$ cat src/hw/rtl/lspe_pkg.sv
`timescale 1ns / 1ps
// Shared types, constants and helper functions for the LED strip pulse encoder.
package lspe_pkg;

    localparam int MODE_W   = 2;
    localparam int PIXEL_W  = 8;
    localparam int COLOR_W  = 24;
    localparam int LEVEL_W  = 8;
    localparam int INDEX_W  = 5;
    localparam int CODE_W   = 24;
    localparam int COUNT_W  = 6;

    localparam logic [COUNT_W-1:0] LED_COUNT_RESET = 6'd32;

    // pulse patterns for one data bit, sent MSB first
    localparam logic [2:0] CODE_ONE  = 3'b110;
    localparam logic [2:0] CODE_ZERO = 3'b100;

    typedef enum logic [MODE_W-1:0] {
        MODE_SET_COLOUR = 2'd0,
        MODE_SET_LEVEL  = 2'd1,
        MODE_SHOW       = 2'd2,
        MODE_SET_ALL    = 2'd3
    } t_mode;

    typedef enum logic [1:0] {
        ST_IDLE,
        ST_SHOW,
        ST_FILL
    } t_state;

    typedef struct packed {
        logic wr_colour;   // write colour of the addressed pixel
        logic wr_level;    // write brightness of the addressed pixel
        logic clr_idx;     // restart the pixel walk
        logic latch_fill;  // capture the colour for a set-all sweep
        logic fill_write;  // write fill colour at the walk index
        logic issue;       // issue a store read at the walk index
    } t_dp_cmd;

    typedef struct packed {
        logic count_zero;  // no pixels in use
        logic idx_last;    // walk index is the final pixel in use
        logic in_range;    // pixel field below the count in use
        logic pipe_en;     // output pipeline may advance
    } t_dp_status;

    // floor(p / 255) for p up to 255*255
    function automatic logic [7:0] div_full_scale(input logic [15:0] p);
        logic [16:0] t;
        t = 17'(p) + 17'(p[15:8]) + 17'd1;
        return t[15:8];
    endfunction

    function automatic logic [CODE_W-1:0] expand_byte(input logic [7:0] v);
        logic [CODE_W-1:0] code;
        for (int k = 0; k < 8; k++) begin
            code[3*k +: 3] = v[k] ? CODE_ONE : CODE_ZERO;
        end
        return code;
    endfunction

endpackage

$ cat src/hw/rtl/lspe_cmd_if.sv
`timescale 1ns / 1ps
// Command channel interface: one set or show command per transaction.
interface lspe_cmd_if;
    logic                         valid;
    logic                         ready;
    logic [lspe_pkg::MODE_W-1:0]  mode;
    logic [lspe_pkg::PIXEL_W-1:0] pixel;
    logic [lspe_pkg::COLOR_W-1:0] color;
    logic [lspe_pkg::LEVEL_W-1:0] level;

    modport source (output valid, mode, pixel, color, level, input ready);
    modport sink   (input valid, mode, pixel, color, level, output ready);
endinterface

$ cat src/hw/rtl/lspe_res_if.sv
`timescale 1ns / 1ps
// Result channel interface: one encoded pixel per transaction.
interface lspe_res_if;
    logic                         valid;
    logic                         ready;
    logic [lspe_pkg::INDEX_W-1:0] pixel_index;
    logic [lspe_pkg::CODE_W-1:0]  green_code;
    logic [lspe_pkg::CODE_W-1:0]  red_code;
    logic [lspe_pkg::CODE_W-1:0]  blue_code;
    logic                         last;

    modport source (output valid, pixel_index, green_code, red_code, blue_code, last,
                    input ready);
    modport sink   (input valid, pixel_index, green_code, red_code, blue_code, last,
                    output ready);
endinterface

$ cat src/hw/rtl/lspe_cfg_if.sv
`timescale 1ns / 1ps
// Configuration write channel interface for the pixel count register.
interface lspe_cfg_if;
    logic                         valid;
    logic                         ready;
    logic [lspe_pkg::COUNT_W-1:0] data;

    modport source (output valid, data, input ready);
    modport sink   (input valid, data, output ready);
endinterface

$ cat src/hw/rtl/lspe_ram.sv
`timescale 1ns / 1ps
// Generic single-write, single-read RAM with registered read data.
module lspe_ram #(
    parameter  int WIDTH = 8,
    parameter  int DEPTH = 32,
    localparam int AW    = (DEPTH > 1) ? $clog2(DEPTH) : 1
) (
    input  logic             i_clk,
    input  logic             i_we,
    input  logic [AW-1:0]    i_waddr,
    input  logic [WIDTH-1:0] i_wdata,
    input  logic             i_re,
    input  logic [AW-1:0]    i_raddr,
    output logic [WIDTH-1:0] o_rdata
);

    logic [WIDTH-1:0] r_mem [DEPTH];
    logic [WIDTH-1:0] r_rdata;

    always_ff @(posedge i_clk) begin
        if (i_we) begin
            r_mem[i_waddr] <= i_wdata;
        end
        if (i_re) begin
            r_rdata <= r_mem[i_raddr];
        end
    end

    assign o_rdata = r_rdata;

endmodule

$ cat src/hw/rtl/lspe_ctrl.sv
`timescale 1ns / 1ps
// Controller state machine: command decode, show walk and set-all sweep.
module lspe_ctrl (
    input  logic                        i_clk,
    input  logic                        i_rst_n,
    input  logic                        i_valid,
    input  logic [lspe_pkg::MODE_W-1:0] i_mode,
    input  lspe_pkg::t_dp_status        i_status,
    output logic                        o_ready,
    output lspe_pkg::t_dp_cmd           o_cmd
);

    lspe_pkg::t_state r_state;
    lspe_pkg::t_state n_state;
    lspe_pkg::t_mode  mode;
    logic             accept;

    assign mode   = lspe_pkg::t_mode'(i_mode);
    assign accept = i_valid && o_ready;

    always_ff @(posedge i_clk) begin
        if (!i_rst_n) begin
            r_state <= lspe_pkg::ST_IDLE;
        end else begin
            r_state <= n_state;
        end
    end

    always_comb begin
        n_state = r_state;
        case (r_state)
            lspe_pkg::ST_IDLE: begin
                if (accept && !i_status.count_zero) begin
                    case (mode)
                        lspe_pkg::MODE_SHOW:    n_state = lspe_pkg::ST_SHOW;
                        lspe_pkg::MODE_SET_ALL: n_state = lspe_pkg::ST_FILL;
                        default:                n_state = lspe_pkg::ST_IDLE;
                    endcase
                end
            end
            lspe_pkg::ST_SHOW: begin
                if (i_status.pipe_en && i_status.idx_last) begin
                    n_state = lspe_pkg::ST_IDLE;
                end
            end
            lspe_pkg::ST_FILL: begin
                if (i_status.idx_last) begin
                    n_state = lspe_pkg::ST_IDLE;
                end
            end
            default: n_state = lspe_pkg::ST_IDLE;
        endcase
    end

    always_comb begin
        o_ready = 1'b0;
        o_cmd   = '0;
        case (r_state)
            lspe_pkg::ST_IDLE: begin
                o_ready = 1'b1;
                if (accept) begin
                    case (mode)
                        lspe_pkg::MODE_SET_COLOUR: o_cmd.wr_colour = i_status.in_range;
                        lspe_pkg::MODE_SET_LEVEL:  o_cmd.wr_level  = i_status.in_range;
                        lspe_pkg::MODE_SHOW:       o_cmd.clr_idx   = !i_status.count_zero;
                        lspe_pkg::MODE_SET_ALL: begin
                            o_cmd.clr_idx    = !i_status.count_zero;
                            o_cmd.latch_fill = !i_status.count_zero;
                        end
                        default: o_cmd = '0;
                    endcase
                end
            end
            lspe_pkg::ST_SHOW: o_cmd.issue      = i_status.pipe_en;
            lspe_pkg::ST_FILL: o_cmd.fill_write = 1'b1;
            default:           o_cmd            = '0;
        endcase
    end

    // an empty show or set-all leaves the controller idle
    a_empty_stays_idle: assert property (@(posedge i_clk) disable iff (!i_rst_n)
        accept && i_status.count_zero |=> r_state == lspe_pkg::ST_IDLE)
        else $error("empty command left idle");

    // sweep and show reads never overlap
    a_no_fill_and_issue: assert property (@(posedge i_clk) disable iff (!i_rst_n)
        !(o_cmd.fill_write && o_cmd.issue))
        else $error("fill write during show read");

    // the walk ends on the last pixel: leaving a sweep needs idx_last
    a_fill_exit: assert property (@(posedge i_clk) disable iff (!i_rst_n)
        r_state == lspe_pkg::ST_FILL && !i_status.idx_last |=> r_state == lspe_pkg::ST_FILL)
        else $error("sweep ended early");

endmodule

$ cat src/hw/rtl/lspe_datapath.sv
`timescale 1ns / 1ps
// Datapath: pixel stores, walk index, count register and scaling/encode pipeline.
module lspe_datapath #(
    parameter int PIXEL_DEPTH = 32
) (
    input  logic                           i_clk,
    input  logic                           i_rst_n,
    input  lspe_pkg::t_dp_cmd              i_cmd,
    output lspe_pkg::t_dp_status           o_status,
    input  logic                           i_cfg_we,
    input  logic [lspe_pkg::COUNT_W-1:0]   i_cfg_data,
    input  logic [lspe_pkg::PIXEL_W-1:0]   i_pixel,
    input  logic [lspe_pkg::COLOR_W-1:0]   i_color,
    input  logic [lspe_pkg::LEVEL_W-1:0]   i_level,
    output logic                           o_valid,
    input  logic                           i_ready,
    output logic [lspe_pkg::INDEX_W-1:0]   o_pixel_index,
    output logic [lspe_pkg::CODE_W-1:0]    o_green_code,
    output logic [lspe_pkg::CODE_W-1:0]    o_red_code,
    output logic [lspe_pkg::CODE_W-1:0]    o_blue_code,
    output logic                           o_last
);

    localparam int AW = (PIXEL_DEPTH > 1) ? $clog2(PIXEL_DEPTH) : 1;
    localparam logic [6:0] DepthW = 7'(PIXEL_DEPTH);

    logic [lspe_pkg::COUNT_W-1:0] r_led_count;
    logic [6:0]                   in_use;
    logic [AW-1:0]                r_idx;
    logic [lspe_pkg::COLOR_W-1:0] r_fill;
    logic [PIXEL_DEPTH-1:0]       r_cv;
    logic [PIXEL_DEPTH-1:0]       r_bv;
    logic                         pipe_en;

    // store ports
    logic                         col_we;
    logic [AW-1:0]                col_waddr;
    logic [lspe_pkg::COLOR_W-1:0] col_wdata;
    logic [lspe_pkg::COLOR_W-1:0] col_rdata;
    logic [lspe_pkg::LEVEL_W-1:0] lvl_rdata;

    // stage 1: store read data
    logic          r_s1_v;
    logic [AW-1:0] r_s1_idx;
    logic          r_s1_last;
    logic          r_s1_cv;
    logic          r_s1_bv;

    // stage 2: products
    logic          r_s2_v;
    logic [AW-1:0] r_s2_idx;
    logic          r_s2_last;
    logic [15:0]   r_pg;
    logic [15:0]   r_pr;
    logic [15:0]   r_pb;

    // stage 3: output register
    logic                        r_o_v;
    logic [AW-1:0]               r_o_idx;
    logic                        r_o_last;
    logic [lspe_pkg::CODE_W-1:0] r_o_g;
    logic [lspe_pkg::CODE_W-1:0] r_o_r;
    logic [lspe_pkg::CODE_W-1:0] r_o_b;

    logic [lspe_pkg::COLOR_W-1:0] s1_colour;
    logic [lspe_pkg::LEVEL_W-1:0] s1_level;
    logic [7:0]                   o_idx_ext;
    logic [6:0]                   idx_ext;

    assign in_use  = ({1'b0, r_led_count} > DepthW) ? DepthW : {1'b0, r_led_count};
    assign idx_ext = 7'(r_idx);
    assign pipe_en = !r_o_v || i_ready;

    assign o_status.count_zero = (in_use == 7'd0);
    assign o_status.idx_last   = (idx_ext == in_use - 7'd1);
    assign o_status.in_range   = ({1'b0, in_use} > i_pixel);
    assign o_status.pipe_en    = pipe_en;

    always_ff @(posedge i_clk) begin
        if (!i_rst_n) begin
            r_led_count <= lspe_pkg::LED_COUNT_RESET;
        end else if (i_cfg_we) begin
            r_led_count <= i_cfg_data;
        end
    end

    always_ff @(posedge i_clk) begin
        if (i_cmd.clr_idx) begin
            r_idx <= '0;
        end else if (i_cmd.issue || i_cmd.fill_write) begin
            r_idx <= r_idx + AW'(1);
        end
        if (i_cmd.latch_fill) begin
            r_fill <= i_color;
        end
    end

    // entry valid bits: an entry never written reads as zero
    always_ff @(posedge i_clk) begin
        if (!i_rst_n) begin
            r_cv <= '0;
            r_bv <= '0;
        end else begin
            if (col_we) begin
                r_cv[col_waddr] <= 1'b1;
            end
            if (i_cmd.wr_level) begin
                r_bv[i_pixel[AW-1:0]] <= 1'b1;
            end
        end
    end

    assign col_we    = i_cmd.wr_colour || i_cmd.fill_write;
    assign col_waddr = i_cmd.fill_write ? r_idx : i_pixel[AW-1:0];
    assign col_wdata = i_cmd.fill_write ? r_fill : i_color;

    lspe_ram #(
        .WIDTH (lspe_pkg::COLOR_W),
        .DEPTH (PIXEL_DEPTH)
    ) u_colour_ram (
        .i_clk   (i_clk),
        .i_we    (col_we),
        .i_waddr (col_waddr),
        .i_wdata (col_wdata),
        .i_re    (i_cmd.issue),
        .i_raddr (r_idx),
        .o_rdata (col_rdata)
    );

    lspe_ram #(
        .WIDTH (lspe_pkg::LEVEL_W),
        .DEPTH (PIXEL_DEPTH)
    ) u_level_ram (
        .i_clk   (i_clk),
        .i_we    (i_cmd.wr_level),
        .i_waddr (i_pixel[AW-1:0]),
        .i_wdata (i_level),
        .i_re    (i_cmd.issue),
        .i_raddr (r_idx),
        .o_rdata (lvl_rdata)
    );

    // whole pipeline advances together; RAM read data holds while stalled
    always_ff @(posedge i_clk) begin
        if (!i_rst_n) begin
            r_s1_v <= 1'b0;
            r_s2_v <= 1'b0;
            r_o_v  <= 1'b0;
        end else if (pipe_en) begin
            r_s1_v <= i_cmd.issue;
            r_s2_v <= r_s1_v;
            r_o_v  <= r_s2_v;
        end
    end

    assign s1_colour = r_s1_cv ? col_rdata : '0;
    assign s1_level  = r_s1_bv ? lvl_rdata : '0;

    always_ff @(posedge i_clk) begin
        if (i_cmd.issue) begin
            r_s1_idx  <= r_idx;
            r_s1_last <= o_status.idx_last;
            r_s1_cv   <= r_cv[r_idx];
            r_s1_bv   <= r_bv[r_idx];
        end
        if (pipe_en) begin
            r_s2_idx  <= r_s1_idx;
            r_s2_last <= r_s1_last;
            r_pg      <= s1_colour[15:8]  * s1_level;
            r_pr      <= s1_colour[23:16] * s1_level;
            r_pb      <= s1_colour[7:0]   * s1_level;
            r_o_idx   <= r_s2_idx;
            r_o_last  <= r_s2_last;
            r_o_g     <= lspe_pkg::expand_byte(lspe_pkg::div_full_scale(r_pg));
            r_o_r     <= lspe_pkg::expand_byte(lspe_pkg::div_full_scale(r_pr));
            r_o_b     <= lspe_pkg::expand_byte(lspe_pkg::div_full_scale(r_pb));
        end
    end

    assign o_idx_ext     = 8'(r_o_idx);
    assign o_valid       = r_o_v;
    assign o_pixel_index = o_idx_ext[lspe_pkg::INDEX_W-1:0];
    assign o_green_code  = r_o_g;
    assign o_red_code    = r_o_r;
    assign o_blue_code   = r_o_b;
    assign o_last        = r_o_last;

    // reads stay inside the pixels in use
    a_issue_in_range: assert property (@(posedge i_clk) disable iff (!i_rst_n)
        i_cmd.issue |-> idx_ext < in_use)
        else $error("store read beyond pixels in use");

    // a stalled read result is not dropped
    a_s1_holds: assert property (@(posedge i_clk) disable iff (!i_rst_n)
        r_s1_v && !pipe_en |=> r_s1_v)
        else $error("stage one lost on stall");

    // set-all sweep never runs past the count
    a_fill_in_range: assert property (@(posedge i_clk) disable iff (!i_rst_n)
        i_cmd.fill_write |-> idx_ext < in_use)
        else $error("fill write beyond pixels in use");

endmodule

$ cat src/hw/rtl/led_strip_spi_pulse_encoder.sv
`timescale 1ns / 1ps
// Top level: pixel store and pulse encoder for an SPI-driven LED strip.
//
//  channel  dir  modport  transaction
//  i_cmd    in   sink     mode, pixel, color, level
//  o_res    out  source   pixel_index, green/red/blue_code, last
//  i_cfg    in   sink     led_count (always ready)
//
// Set all sweeps the colour RAM, one pixel a cycle, and holds i_cmd.ready low
// until every pixel in use is written. Show issues one RAM read a cycle while o_res
// keeps up and busies i_cmd until the last pixel in use is read; results leave a
// three-stage read/multiply/encode pipeline.
// Reset clears per-pixel valid bits at once, no clearing pass; stalls on o_res
// freeze the whole show pipeline and stretch the show by the stalled cycles.
module led_strip_spi_pulse_encoder #(
    parameter int PIXEL_DEPTH = 32
) (
    input  logic        i_clk,
    input  logic        i_rst_n,
    lspe_cmd_if.sink    i_cmd,
    lspe_res_if.source  o_res,
    lspe_cfg_if.sink    i_cfg
);

    lspe_pkg::t_dp_cmd    cmd;
    lspe_pkg::t_dp_status status;
    logic                 cmd_ready;

    assign i_cmd.ready = cmd_ready;
    assign i_cfg.ready = 1'b1;

    lspe_ctrl u_ctrl (
        .i_clk    (i_clk),
        .i_rst_n  (i_rst_n),
        .i_valid  (i_cmd.valid),
        .i_mode   (i_cmd.mode),
        .i_status (status),
        .o_ready  (cmd_ready),
        .o_cmd    (cmd)
    );

    lspe_datapath #(
        .PIXEL_DEPTH (PIXEL_DEPTH)
    ) u_datapath (
        .i_clk         (i_clk),
        .i_rst_n       (i_rst_n),
        .i_cmd         (cmd),
        .o_status      (status),
        .i_cfg_we      (i_cfg.valid && i_cfg.ready),
        .i_cfg_data    (i_cfg.data),
        .i_pixel       (i_cmd.pixel),
        .i_color       (i_cmd.color),
        .i_level       (i_cmd.level),
        .o_valid       (o_res.valid),
        .i_ready       (o_res.ready),
        .o_pixel_index (o_res.pixel_index),
        .o_green_code  (o_res.green_code),
        .o_red_code    (o_res.red_code),
        .o_blue_code   (o_res.blue_code),
        .o_last        (o_res.last)
    );

endmodule

$ cat src/flat_wrapper.sv
// flat-port wrapper written by rule: the top's interface ports become plain ports
module led_strip_spi_pulse_encoder_flat 
#(
    parameter int PIXEL_DEPTH = 32
)
  (i_clk, i_rst_n, i_cmd_valid, i_cmd_mode, i_cmd_pixel, i_cmd_color, i_cmd_level, i_cmd_ready, o_res_valid, o_res_pixel_index, o_res_green_code, o_res_red_code, o_res_blue_code, o_res_last, o_res_ready, i_cfg_valid, i_cfg_data, i_cfg_ready);
  lspe_cmd_if i_cmd_i ();
  lspe_res_if o_res_i ();
  lspe_cfg_if i_cfg_i ();
  input  logic i_clk;
  input  logic i_rst_n;
  input wire logic [$bits(i_cmd_i.valid)-1:0] i_cmd_valid;
  input wire logic [$bits(i_cmd_i.mode)-1:0] i_cmd_mode;
  input wire logic [$bits(i_cmd_i.pixel)-1:0] i_cmd_pixel;
  input wire logic [$bits(i_cmd_i.color)-1:0] i_cmd_color;
  input wire logic [$bits(i_cmd_i.level)-1:0] i_cmd_level;
  output wire logic [$bits(i_cmd_i.ready)-1:0] i_cmd_ready;
  output wire logic [$bits(o_res_i.valid)-1:0] o_res_valid;
  output wire logic [$bits(o_res_i.pixel_index)-1:0] o_res_pixel_index;
  output wire logic [$bits(o_res_i.green_code)-1:0] o_res_green_code;
  output wire logic [$bits(o_res_i.red_code)-1:0] o_res_red_code;
  output wire logic [$bits(o_res_i.blue_code)-1:0] o_res_blue_code;
  output wire logic [$bits(o_res_i.last)-1:0] o_res_last;
  input wire logic [$bits(o_res_i.ready)-1:0] o_res_ready;
  input wire logic [$bits(i_cfg_i.valid)-1:0] i_cfg_valid;
  input wire logic [$bits(i_cfg_i.data)-1:0] i_cfg_data;
  output wire logic [$bits(i_cfg_i.ready)-1:0] i_cfg_ready;
  assign i_cmd_i.valid = i_cmd_valid;
  assign i_cmd_i.mode = i_cmd_mode;
  assign i_cmd_i.pixel = i_cmd_pixel;
  assign i_cmd_i.color = i_cmd_color;
  assign i_cmd_i.level = i_cmd_level;
  assign i_cmd_ready = i_cmd_i.ready;
  assign o_res_valid = o_res_i.valid;
  assign o_res_pixel_index = o_res_i.pixel_index;
  assign o_res_green_code = o_res_i.green_code;
  assign o_res_red_code = o_res_i.red_code;
  assign o_res_blue_code = o_res_i.blue_code;
  assign o_res_last = o_res_i.last;
  assign o_res_i.ready = o_res_ready;
  assign i_cfg_i.valid = i_cfg_valid;
  assign i_cfg_i.data = i_cfg_data;
  assign i_cfg_ready = i_cfg_i.ready;
  led_strip_spi_pulse_encoder #(.PIXEL_DEPTH(PIXEL_DEPTH)) u_core (.i_clk(i_clk), .i_rst_n(i_rst_n), .i_cmd(i_cmd_i), .o_res(o_res_i), .i_cfg(i_cfg_i));
endmodule
$ cat config.mk
export PLATFORM = sky130hd
export DESIGN_NAME = led_strip_spi_pulse_encoder_flat
export DESIGN_NICKNAME = d
export VERILOG_FILES = /design/src/hw/rtl/lspe_pkg.sv /design/src/hw/rtl/lspe_cmd_if.sv /design/src/hw/rtl/lspe_res_if.sv /design/src/hw/rtl/lspe_cfg_if.sv /design/src/hw/rtl/lspe_ram.sv /design/src/hw/rtl/lspe_ctrl.sv /design/src/hw/rtl/lspe_datapath.sv /design/src/hw/rtl/led_strip_spi_pulse_encoder.sv /design/src/flat_wrapper.sv
export SDC_FILE = /design/constraint.sdc
export NUM_CORES = 2
export LEC_CHECK = 0
export BUFFER_PORTS_ARGS = -buffer_cell sky130_fd_sc_hd__buf_4
export CAP_MARGIN = 20
export CORE_MARGIN = 2
export CORE_UTILIZATION = 45
export DETAILED_ROUTE_END_ITERATION = 7
export GPL_ROUTABILITY_DRIVEN = 0
export MAX_ROUTING_LAYER = met4
export PLACE_DENSITY = 0.73
export SLEW_MARGIN = 20
export SYNTH_ARGS = -nofsm -noshare
export SYNTH_HDL_FRONTEND = slang
export SYNTH_HIERARCHICAL = 1
export SYNTH_SLANG_ARGS = --single-unit
export TNS_END_PERCENT = 20
$ cat constraint.sdc
create_clock -name i_clk -period 7.8 [get_ports i_clk]
set_input_delay 2.34 -clock i_clk [delete_from_list [all_inputs] [get_ports i_clk]]
set_output_delay 2.34 -clock i_clk [all_outputs]
set_load 0.005 [all_outputs]
# --- Yosys cells after proc, flatten, opt, wreduce, memory -nomap -nowiden ---
# Memory sizes are Yosys's and may differ from the RTL's. A register that Yosys moved wholly into a read port is not among the register bits.
# Cells that the tools add are included.
totals:
  ff_bits: 244
  ram_bits: 1024
  input_bits: 53
  out_inout_bits: 81
  word_cells: 124
  n_memories: 2
classes:
  add_sub_neg: 8
  multipliers: 3
  order_cmp: 7
  n_eq_ne: 9
  muxes: 55
  n_bitwise: 2
  reduce_logical: 15
mem_list:
  columns: ["memory", "words", "width", "rd", "rd_ports_with_merged_regs", "write_ports", "line", "source"]
  rows:
  - ["u_core.u_datapath.u_colour_ram.r_mem", 32, 24, 1, 1, 1, "lspe_ram.sv:17", "logic [WIDTH-1:0] r_mem [DEPTH];"]
  - ["u_core.u_datapath.u_level_ram.r_mem", 32, 8, 1, 1, 1, "lspe_ram.sv:17", null]
ops:
  columns: ["op", "count"]
  rows:
  - ["$or A32 B32 Y32", 2]
  - ["$mux W2", 27]
  - ["$add A16 B1 Y16 const B", 3]
  - ["$add A16 B8 Y16", 3]
  - ["$mul A8 B8 Y16", 3]
  - ["$mux W24", 2]
  - ["$lt A5 B6 Y1 const B", 3]
  - ["$mux W1", 13]
  - ["$mux W6", 2]
  - ["$bmux W1 S5", 2]
  - ["$demux W1 S5", 2]
  - ["$ge A5 B1 Y1 const B", 2]
  - ["$gt A6 B8 Y1", 1]
  - ["$mux W8", 1]
  - ["$eq A5 B7 Y1", 1]
  - ["$logic_not A7 Y1", 1]
  - ["$sub A6 B1 Y7 const B", 1]
  - ["$eq A2 B2 Y1 const B", 3]
  - ["$gt A6 B6 Y1 const B", 1]
  - ["$ne A2 B2 Y1 const B", 3]
  - ["$pmux W2 S3", 1]
  - ["$add A5 B1 Y5 const B", 1]
  - ["$logic_and A1 B1 Y1", 5]
  - ["$mux W5", 1]
  - ["other kinds (9)", 15]

# --- Longest topological paths before layout ---
depth:
  depth_word: 13
  mapped_depth: 19
  depth_no_buf: 17

# --- Modules after synthesis ---
# Netlist, hierarchy kept.
modules_own_cells:
  columns: ["module", "n_inst", "cells_per_inst", "area_each_um2", "seq_area_each_um2"]
  rows:
  - ["lspe_ram at u_core.u_datapath.u_colour_ram", 1, 1711, 30723.2, 23782.8]
  - ["lspe_datapath", 1, 1454, 14761.7, 5044.8]
  - ["lspe_ram at u_core.u_datapath.u_level_ram", 1, 417, 10133.5, 7927.6]
  - ["lspe_ctrl", 1, 18, 162.7, 40.0]
  - ["led_strip_spi_pulse_encoder", 1, 2, 11.3, 0.0]

# --- Worst setup path after synthesis ---
# Ideal clock, no wire load.
synth_path:
  path_type: "input to register"
  start: "input o_res_ready"
  end: "register u_core.u_datapath.r_idx[2]"
  arrival_ps: 6478
  required_time_ps: 7735
  setup_slack_ps: 1258
  cell_stages: 6
  path_cell_list: "nand2b_1 > buf_4 > and2_1 > o21ai_0 > xor2_1 > nor2_1"
synth_lines:
  columns: ["item", "line", "source"]
  rows:
  - ["from (decl)", "flat_wrapper.sv:24", "input wire logic [$bits(o_res_i.ready)-1:0] o_res_ready;"]
  - ["to (signal assigned)", "lspe_datapath.sv:91", "r_idx <= r_idx + AW'(1);"]
  - ["to (decl)", "lspe_datapath.sv:29", "logic [AW-1:0] r_idx;"]

==> results.yml <==
cts:
  cts.repair.resized: 0
  ctsHoldBuffers: 0
  cts_buffer_depth: 3
  worstSkewPairLatency_ns: 0.73
  cts.sinks: 1252
  root_buffer: "clkbuf_16"
  cts_buffers: 116
  cts_tree: "yes"
  post_cts_buffers: 0
  cts.clk_slew.worst_paths_ns: 0.06
  cts-htree-levels: 3
timing:
  rsz0062_at_grt: "no"
  hold_violations: 0
  timing.final.crit_share_pct: 72.3
  fin_crit_ns: 5.64
  slew_violations: 0
  setup_viol: 0
  maxSlewHeadroom_pct: 27.4
  finalClockSkew_ns: 0.0510
  fin_tns_setup_ns: 0
  fmax_mhz: 177
  worst_slew_pin_slew_ns: 1.09
floorplanning:
  dieArea_sq_um: 127000
  die_h_um: 356
  initial_utilization_pct: 45.2
  rows: 129
  core_sq_um: 123000
  die_w_um: 356
  io_pins: 134
pwr:
  power_frac_clock_pct: 34.0
  p_comb_share_pct: 18.7
  power_density_nw_per_um2: 262
  p_switching_uw: 4390
  pwr-share-seq_pct: 47.4
  total_power_uw: 16200
  switching_share_pct: 27.2
  intPower_uw: 11800
  ir_drop_v: 0.000284
  leakage_uw: 0.0216
final_layout:
  drive_gt1_share_pct: 13.0
  nets: 3983
  area_growth_pct: 10.4
  nFillCells: 10100
place:
  port_buffers: 84
  hpwlAfterDp_um: 78400
routing:
  avgRoutedWirePerCell_um: 22.9
  drc_errors: 0
  antenna_left: 0
  vias_per_cell: 5.69
  drt_iter0_markers: 3717
  wl_um: 124000
  num_vias: 30900
  drt_first_pass_iters: 6
critical_path:
  worstSetupStartpointType: "input pin"
  path_class: "input pin to flip-flop"
  critical_path_required_ns: 8.13
  cp_slowest_cell: "nor3b_1"
  critical_path_arrival_ns: 5.97
  path_cells: "buf_4 -> inv_1 -> ha_1 -> nor2b_1 -> o21a_1 -> o21a_1 -> o211ai_1 -> a21oi_1 -> nand3_1 -> nor3b_1 -> nand3b_1 -> nor2_1"
  crit_fanout: 10
  crit_path_end_kind: "flip-flop"
  max_stage_delay_ns: 0.81
  cp_top_family: "simple AND/OR/NAND/NOR gates"
  cpMostUsedCell: "o21a_1"
  crit_buf_inv: 2
  reg2reg_slack_ns: 2.29
global_route:
  use_met1_pct: 28.6
  gr-usage-met2_pct: 30.0
  grt_pass1_vias: 29900
  met3_usage_pct: 2.88
  grt_max_degree: 110
  antenna_found_initial: 3
  grt_use_total_pct: 20.0
  grt_pass1_wl_um: 186000
  overflow: 0
  top_usage_layer: "met2"
yosys:
  ys.flop_type: "edfxtp_1"
  synth_top_cell_area_share_pct: 63.1
  synth_top_area_cell: "edfxtp_1"
  yosysSeqAreaShare_pct: 66.0
  ys_types: 63
  synthArstFlopShare_pct: 0
  synthCells: 3602
  ys_top_cells_by_count: "edfxtp_1 (1172), mux2i_1 (392), nor2_1 (301)"
  synth_edf_count: 1172
  post-synth-top-count-cell: "edfxtp_1"
  netlist_area_sq_um: 55800
  ys_ff_latch: 1252
  avgSynthCellArea_sq_um: 15.5
  synth_area_leaders: "edfxtp_1 (63%), mux2i_1 (7.0%), fa_1 (3.9%)"
  ys.warnings.count: 6
run_status:
  status: "finished clean"
min_path:
  hp-class: "flip-flop to flip-flop"
run:
  cap_viol_max_count: 0
## kinds of logic after synthesis
kind of cell               Yosys count  synth area share [%]
buffers and inverters              379                  3.46
adders and majority gates          246                  6.97
xor gates and xnor gates            60                 0.942
other                                3                0.0202
DFF                               1252                  66.0
and+or+nand+nor                    738                  6.09
AOI/OAI and AO/OA                  396                  4.67
muxes                              528                  11.9
## power groups by stage
stage	sequential [uW]	combinational (uW)	clock, uW
final	7660	3020	5490
after CTS	7660	3010	5580
after global placement	7800	2960	0
after floorplan	7720	2250	0
after detailed placement	7800	2990	0
after global routing	7670	3180	5860
## registers in the layout, summed over array words and instances, names as in the netlist, 2 cells and up
signal,flops
u_core/u_ctrl/r_state,2
u_core/u_datapath/o_blue_code,8
u_core/u_datapath/o_green_code,8
u_core/u_datapath/o_pixel_index,5
u_core/u_datapath/o_red_code,8
u_core/u_datapath/r_bv,32
u_core/u_datapath/r_cv,32
u_core/u_datapath/r_fill,24
u_core/u_datapath/r_idx,5
u_core/u_datapath/r_led_count,6
u_core/u_datapath/r_pb,16
u_core/u_datapath/r_pg,16
u_core/u_datapath/r_pr,16
u_core/u_datapath/r_s1_idx,5
u_core/u_datapath/r_s2_idx,5
u_core/u_datapath/u_colour_ram/o_rdata,24
u_core/u_datapath/u_colour_ram/r_mem,768
u_core/u_datapath/u_level_ram/o_rdata,8
u_core/u_datapath/u_level_ram/r_mem,256
## metrics by stage
stage                     worst slack, ns  std cells  area, sq um  utilization, %  hold slack, ns
after floorplan                      1.26       3648        56000               -           0.400
after global placement               1.65       5202        57900            46.9           0.403
after detailed placement             1.51       5203        57900            46.9           0.405
after CTS                            2.27       5420        61600            50.0           0.420
after global routing                 1.78       5421        61600            50.0           0.423
final                                2.16       5422        61600            50.0           0.419
## placed cells by master (no fill, tap or decap), types with 16 or more instances in the layout
master     synthesis  final
xnor2_1           44     44
conb_1             3     49
buf_4             69    131
mux4_2            87     87
fa_1             108    108
o21a_1            32     32
nor3_1            36     36
nand3_1          113    113
mux2i_1          392    392
inv_1            162    162
xor2_1            16     16
nor2_2             0     30
nor2b_1           71     68
clkbuf_16          0    117
a22oi_1           74     74
o21ai_0           23     23
clkbuf_1          76     22
a31oi_1           25     25
nor2_1           301    268
clkinv_2           0     29
ha_1             138    138
dfxtp_1           80     77
nand4_1           17     17
edfxtp_1        1172   1172
mux2_2            34     34
a21oi_1          143    143
a22o_1            49     49
nand2_1          138    138
clkinv_1           0     23
## worst reg2reg max path, cell delays in order, from the launching register on
cell and delay [ns]:
edfxtp_1 0.63, nand2_1 0.75, nor2_1 0.15, fa_1 0.50
fa_1 0.55, inv_1 0.05, fa_1 0.48, fa_1 0.55
inv_1 0.04, ha_1 0.32, o21a_1 0.19, o31a_1 0.12
o41ai_1 0.40, o21ai_1 0.16, o31ai_1 0.26, xnor2_1 0.09
## final timing paths
kind,startpoint,end,cells after the start
max reg2reg,u_core/u_datapath/r_s1_bv$_DFFE_PP_,u_core/u_datapath/r_pg[15]$_DFFE_PP_,15
max,i_cmd_pixel[1],u_core/u_datapath/u_level_ram/r_mem[10][3]$_DFFE_PP_,12
min reg2reg,u_core/u_datapath/r_s2_idx[2]$_DFFE_PP_,u_core/u_datapath/o_pixel_index[2]$_DFFE_PP_,0
min,u_core/u_datapath/r_s2_idx[2]$_DFFE_PP_,u_core/u_datapath/o_pixel_index[2]$_DFFE_PP_,0
## metal layers
| metal | vias up | wire (um) |
|---|---|---|
| li1 | 13600 | - |
| met4 | 0 | 2910 |
| met5 | - | 0 |
| met2 | 1399 | 57800 |
| met1 | 15700 | 53200 |
| met3 | 159 | 10300 |
## cell type report
class,instances,area [sq um],share of cell area (%)
Multi-Input combinational cell,2017,17400,28.2
Inverter,162,608,0.987
Tap cell,1637,2050,3.32
Sequential cell,1252,36800,59.7
Timing Repair Buffer,135,1050,1.71
Antenna cell,2,5.00,0.00812
Clock buffer,143,3040,4.94
Clock inverter,74,676,1.10
(Power assumes the default switching activity.)
